## src/rtl/block_rms_gate_smoother_assert.svh

```systemverilog
// ----------------------------------------------------------------------------
// block_rms_gate_smoother assertion macros
// shared property forms, clocked on clk and disabled during reset
// ----------------------------------------------------------------------------
`ifndef BLOCK_RMS_GATE_SMOOTHER_ASSERT_SVH
`define BLOCK_RMS_GATE_SMOOTHER_ASSERT_SVH

// same-cycle implication
`define RMSGS_ASSERT_SAME(lbl, ante, cons) \
	lbl: assert property (@(posedge clk) disable iff (!arst_n) (ante) |-> (cons)) \
		else $error("rmsgs assertion failed");

// next-cycle implication
`define RMSGS_ASSERT_NEXT(lbl, ante, cons) \
	lbl: assert property (@(posedge clk) disable iff (!arst_n) (ante) |=> (cons)) \
		else $error("rmsgs assertion failed");

`endif

```

## src/rtl/rmsgs_pkg.sv

```systemverilog
// ----------------------------------------------------------------------------
// rmsgs_pkg
// shared constants and controller/datapath interface types
// ----------------------------------------------------------------------------
package rmsgs_pkg;

	localparam int CH_W      = 3;
	localparam int CHANNELS  = 8;
	localparam int MAX_BLOCK = 4096;
	localparam int CNT_W     = 13;
	localparam int LEVEL_W   = 17;
	localparam int REG_W     = 16;
	localparam int IDX_W     = 2;
	localparam int STEP_W    = 6;
	localparam int DIV_STEPS  = 64;
	localparam int SQRT_STEPS = 32;

	localparam logic [LEVEL_W-1:0] LEVEL_MAX = 17'h1FFFF;

	// register indexes
	localparam logic [IDX_W-1:0] REG_GAIN      = 2'd0;
	localparam logic [IDX_W-1:0] REG_THRESHOLD = 2'd1;
	localparam logic [IDX_W-1:0] REG_SMOOTHING = 2'd2;

	// commands from controller to datapath
	typedef struct packed {
		logic capture;
		logic mul1;
		logic mul2;
		logic acc;
		logic div_init;
		logic div_step;
		logic sqrt_step;
		logic mix1;
		logic mix2;
		logic emit;
	} cmd_t;

	// status from datapath to controller
	typedef struct packed {
		logic last;
		logic out_busy;
	} sts_t;

endpackage

```

## src/rtl/rmsgs_ctrl.sv

```systemverilog
// ----------------------------------------------------------------------------
// rmsgs_ctrl
// sequencer for per-sample accumulate and end-of-block level computation
// ----------------------------------------------------------------------------
module rmsgs_ctrl import rmsgs_pkg::*; (
	input  logic clk,
	input  logic arst_n,
	input  logic sample_valid,
	output logic sample_stall,
	input  sts_t sts,
	output cmd_t cmd
);

	typedef enum logic [10:0] {
		S_IDLE  = 11'b000_0000_0001,
		S_MUL1  = 11'b000_0000_0010,
		S_MUL2  = 11'b000_0000_0100,
		S_ACC   = 11'b000_0000_1000,
		S_DINIT = 11'b000_0001_0000,
		S_DIV   = 11'b000_0010_0000,
		S_SQRT  = 11'b000_0100_0000,
		S_MIX1  = 11'b000_1000_0000,
		S_MIX2  = 11'b001_0000_0000,
		S_EMIT  = 11'b010_0000_0000,
		S_SPARE = 11'b100_0000_0000
	} state_t;

	state_t state_q, state_d;
	logic [STEP_W-1:0] step_q, step_d;

	assign sample_stall = (state_q != S_IDLE);

	always_comb begin
		state_d = state_q;
		step_d  = step_q;
		cmd     = '0;
		unique case (state_q)
			S_IDLE: begin
				if (sample_valid) begin
					cmd.capture = 1'b1;
					state_d     = S_MUL1;
				end
			end
			S_MUL1: begin
				cmd.mul1 = 1'b1;
				state_d  = S_MUL2;
			end
			S_MUL2: begin
				cmd.mul2 = 1'b1;
				state_d  = S_ACC;
			end
			S_ACC: begin
				cmd.acc = 1'b1;
				state_d = sts.last ? S_DINIT : S_IDLE;
			end
			S_DINIT: begin
				cmd.div_init = 1'b1;
				step_d       = '0;
				state_d      = S_DIV;
			end
			S_DIV: begin
				cmd.div_step = 1'b1;
				if (step_q == STEP_W'(DIV_STEPS - 1)) begin
					step_d  = '0;
					state_d = S_SQRT;
				end else begin
					step_d = step_q + 1'b1;
				end
			end
			S_SQRT: begin
				cmd.sqrt_step = 1'b1;
				if (step_q == STEP_W'(SQRT_STEPS - 1)) begin
					step_d  = '0;
					state_d = S_MIX1;
				end else begin
					step_d = step_q + 1'b1;
				end
			end
			S_MIX1: begin
				cmd.mix1 = 1'b1;
				state_d  = S_MIX2;
			end
			S_MIX2: begin
				cmd.mix2 = 1'b1;
				state_d  = S_EMIT;
			end
			S_EMIT: begin
				if (!sts.out_busy) begin
					cmd.emit = 1'b1;
					state_d  = S_IDLE;
				end
			end
			default: begin
				state_d = S_IDLE;
			end
		endcase
	end

	always_ff @(posedge clk or negedge arst_n) begin
		if (!arst_n) begin
			state_q <= S_IDLE;
			step_q  <= '0;
		end else begin
			state_q <= state_d;
			step_q  <= step_d;
		end
	end

`include "block_rms_gate_smoother_assert.svh"

	`RMSGS_ASSERT_NEXT(a_accept_starts, (state_q == S_IDLE) && sample_valid, state_q == S_MUL1)
	`RMSGS_ASSERT_NEXT(a_plain_sample_done, (state_q == S_ACC) && !sts.last, state_q == S_IDLE)
	`RMSGS_ASSERT_NEXT(a_div_to_sqrt, (state_q == S_DIV) && (step_q == STEP_W'(DIV_STEPS - 1)), (state_q == S_SQRT) && (step_q == '0))
	`RMSGS_ASSERT_SAME(a_emit_when_free, cmd.emit, !sts.out_busy)

endmodule

```

## config.mk

```make
export PLATFORM = sky130hd
export DESIGN_NAME = rmsgs_ctrl
export DESIGN_NICKNAME = d
export VERILOG_FILES = /design/src/rtl/rmsgs_pkg.sv /design/src/rtl/rmsgs_ctrl.sv
export VERILOG_INCLUDE_DIRS = /design/src /design/src/rtl
export SDC_FILE = /design/constraint.sdc
export NUM_CORES = 1
export LEC_CHECK = 0
export ABC_AREA = 1
export BUFFER_PORTS_ARGS = -buffer_cell sky130_fd_sc_hd__buf_4
export CORE_MARGIN = 1.5
export CORE_UTILIZATION = 45
export DETAILED_ROUTE_END_ITERATION = 8
export PLACE_DENSITY = 0.7
export SETUP_SLACK_MARGIN = 0.15
export SYNTH_ARGS = -nofsm -noshare
export SYNTH_HDL_FRONTEND = slang
export SYNTH_SLANG_ARGS = --single-unit
```

## constraint.sdc

```tcl
create_clock -name clk -period 1.3 [get_ports clk]
set_input_delay 0.26 -clock clk [delete_from_list [all_inputs] [get_ports clk]]
set_output_delay 0.26 -clock clk [all_outputs]
set_load 0.05 [all_outputs]
```

==> results.yml <==
timing:
  fin_hold_ws_ns: 0.2462
  slew_headroom: 0.8553
  fin_skew_ns: 0.005715
  max_freq_mhz: 575.0
  setup_slack_ns: -0.4393
  period_needed_ns: 1.739
  finalHoldViolations: 0
  final.period_utilization: 1.338
  tightest_slew_ns: 0.2162
  setup_violations: 22
  slew_violations: 0
  rsz0062_at_grt: "true"
clocking:
  insertion_delay_ns: 0.29
  clock-sinks: 16
  cts_tree: "yes"
  clockBufferDepth: 2
  root_buffer: "clkbuf_4"
  htreeDepth: 1
  clkTransAtPathRegs_ns: 0.11
  cts_inserted_buffers: 3
global_routing:
  grt_use_met3: 0.03448
  grt_start_max_net_pins: 17
  met2_usage: 0.4231
  first_global_vias: 1022
  track_usage: 0.2219
  met1_usage: 0.2575
  grt_pass1_wl_um: 4326
  grt.overflow.total: 0
  busiest_layer: "met2"
  antenna_found_initial: 0
finish:
  diodes: 0
  fin_nets: 191
  drive_gt1_frac: 0.6087
  syn2layout_area_growth_pct: 61.36
  nFillCells: 155
  final_cell_area_um2: 1724
floorplan:
  rows: 17
  start_util: 0.4784
  num_io_pins: 16
  die_x_um: 51.73
  dieHeight_um: 51.73
  dieArea_um2: 2676
  core_area_um2: 2233
critical_path:
  path_cells: "buf_4 > inv_1 > nand2_1 > nor2_4 > nand2_4 > inv_8 > buf_8"
  reg2regPathDepth: 9
  path_depth: 7
  crit_arrival_ns: 1.48
  crit_fanout: 3
  timing.rr.start: "state_q[7]"
  critPathKind: "reg -> out"
  cp-end-kind: "primary output"
  worstSetupStartpointType: "register"
  critPathTopFamily: "buffers and inverters"
  cpMaxStageDelayCell: "dfrtp_1"
  slowest_delay_ns: 0.42
  crit_buf_inv: 4
  reg2reg_to: "step_q[1]"
  required_ns: 1.04
  ff2ff_setup_slack_ns: -0.26
power:
  pwr-share-comb: 0.667
  swShare: 0.4833
  p_seq_frac: 0.226
  peakVddDrop_mv: 1.470
  p_clk_frac: 0.107
  p_switching_mw: 1.552
  power_leakage_nw: 0.8625
  cellInternalPower_mw: 1.659
  p_per_area_nw_per_um2: 1862
yosys:
  synthCells: 140
  async_flop_share: 1.000
  ys_seq_area_frac: 0.3759
  post_synth.cell_area_avg_um2: 7.632
  yosysWarningCount: 0
  syn_area_um2: 1069
  ys_seq_elements: 16
  synthFlopType: "dfrtp_1"
  synth_cell_types: 23
  synth_fp_nets: 146
  synth_enable_flop_cells: 0
placed_design:
  post-dp-hpwl_um: 1915
  dpl-instance-area_um2: 1441
  globalplace.congestion: 0.7573
  port_buffers: 15
run_status:
  violations: "negative setup slack"
  status: "finished, violations left"
job:
  drv_cap: 0
drt:
  wl_per_cell_um: 12.57
  drt_iter0_drc: 13
  first_pass_iters: 4
  route.detailed.drc: 0
  drt-total-wl_um: 2664
  vias_per_cell: 4.726
  dr_total_vias: 1002
  ant_nets: 0
hold_path:
  min_from: "sts[1]"
  hp-class: "in -> reg"
  hold_depth: 3
  whs_endpoint: "state_q[4]"
worst reg2reg max path, stage by stage (launching register included):
cell and delay [ns]:
dfrtp_1 0.42, buf_4 0.15, inv_1 0.07, nand2_1 0.11
nor2_4 0.15, nand2_4 0.09, nand2_2 0.11, nor2_4 0.05
buf_12 0.13, a22o_1 0.18
synth_stat cells (2+ instances only):
cell	instances	area, um2
nand3_1	7	35.03
nor2_4	5	56.30
nor2_2	4	25.02
dfrtp_1	15	375.4
nand4_1	2	12.51
nor3_4	2	32.53
inv_1	24	90.09
inv_2	6	22.52
nand2_4	4	45.04
xor2_1	2	17.52
o21ai_2	4	35.03
nor2_1	19	71.32
nand2_1	33	123.9
nand2_2	4	25.02
worst max-delay path by stage:
stage	from	to	slack, ns
4_1_cts	state_q[7]	cmd[9]	-0.43
5_1_grt	state_q[3]	cmd[8]	-0.51
3_3_place_gp	state_q[0]	state_q[0]	-0.17
3_5_place_dp	state_q[0]	cmd[2]	-0.19
2_1_floorplan	state_q[9]	step_q[1]	-0.29
6_report	state_q[7]	cmd[3]	-0.44
metrics by stage:
stage	TNS [ns]	std cells	power, mW	utilization	setup slack, ns
CTS	-5.673	211	3.024	0.7429	-0.4316
global route	-8.010	212	3.409	0.7720	-0.5094
detailed placement	-2.512	200	2.447	0.6454	-0.1886
finish	-6.357	212	3.211	0.7720	-0.4393
global placement	-1.964	200	2.400	0.6454	-0.1683
floorplan	-2.855	140	2.007	-	-0.2860
state kept, by name, indices dropped and copies added, names as in the netlist:
name     flops
state_q     10
step_q       6
layout make-up:
cell class | count | area (um2) | area share
Multi-Input combinational cell | 93 | 703.2 | 0.4078
Sequential cell | 16 | 401.6 | 0.2329
Timing Repair Buffer | 40 | 394.1 | 0.2286
Inverter | 31 | 153.9 | 0.08926
Clock buffer | 4 | 36.28 | 0.02105
Tap cell | 28 | 35.03 | 0.02032
power groups by stage:
stage / Combinational [mW] / Clock, mW / Sequential [mW]
after detailed placement: 1.72 / 0 / 0.727
after global placement: 1.68 / 0 / 0.724
final: 2.14 / 0.342 / 0.727
after CTS: 1.96 / 0.349 / 0.719
after global routing: 2.31 / 0.364 / 0.736
after floorplan: 1.26 / 0 / 0.749
timing repair:
action	4_1_cts	5_1_grt
setup endpoints to repair	23	26
setup buffers	6	1
gates resized for setup	32	17
hold endpoints to repair	15	0
hold buffers	1	0
pin swaps	9	12
kinds of logic (layout without fill, tap and decap cells):
group                    Yosys count  count (layout)  share of synthesized area
AND/OR/NAND/NOR                   82              82                     0.4133
buffers and inverters             31              75                     0.1112
flip-flops                        16              16                     0.3759
AO/OA/AOI/OAI                      7               7                    0.06324
XOR/XNOR                           3               3                    0.02459
adder cells (fa/ha/maj)            1               1                    0.01171
metal layers:
metal	wire length [um]	vias up
met5	0	-
met4	9	0
met3	41	2
met2	1539	7
met1	1074	481
li1	-	512
cell usage in the layout (no fill, tap or decap), types with 2 or more instances in the layout:
cell type | synthesis | final
nor2_2 | 4 | 8
nand2_2 | 4 | 12
inv_1 | 24 | 15
nor2_4 | 5 | 13
nand3_1 | 7 | 3
buf_8 | 0 | 6
inv_2 | 6 | 7
nor2_1 | 19 | 7
nand2_1 | 33 | 22
clkbuf_4 | 0 | 3
dfrtp_1 | 15 | 15
nand3_4 | 0 | 3
buf_4 | 0 | 23
nand2_4 | 4 | 7
nor3_4 | 2 | 2
xor2_1 | 2 | 2
buf_6 | 0 | 9
clkinvlp_4 | 0 | 6
nand4_1 | 2 | 2
nand3_2 | 1 | 2
o21ai_2 | 4 | 4
Power figures use the tool's default switching activity.
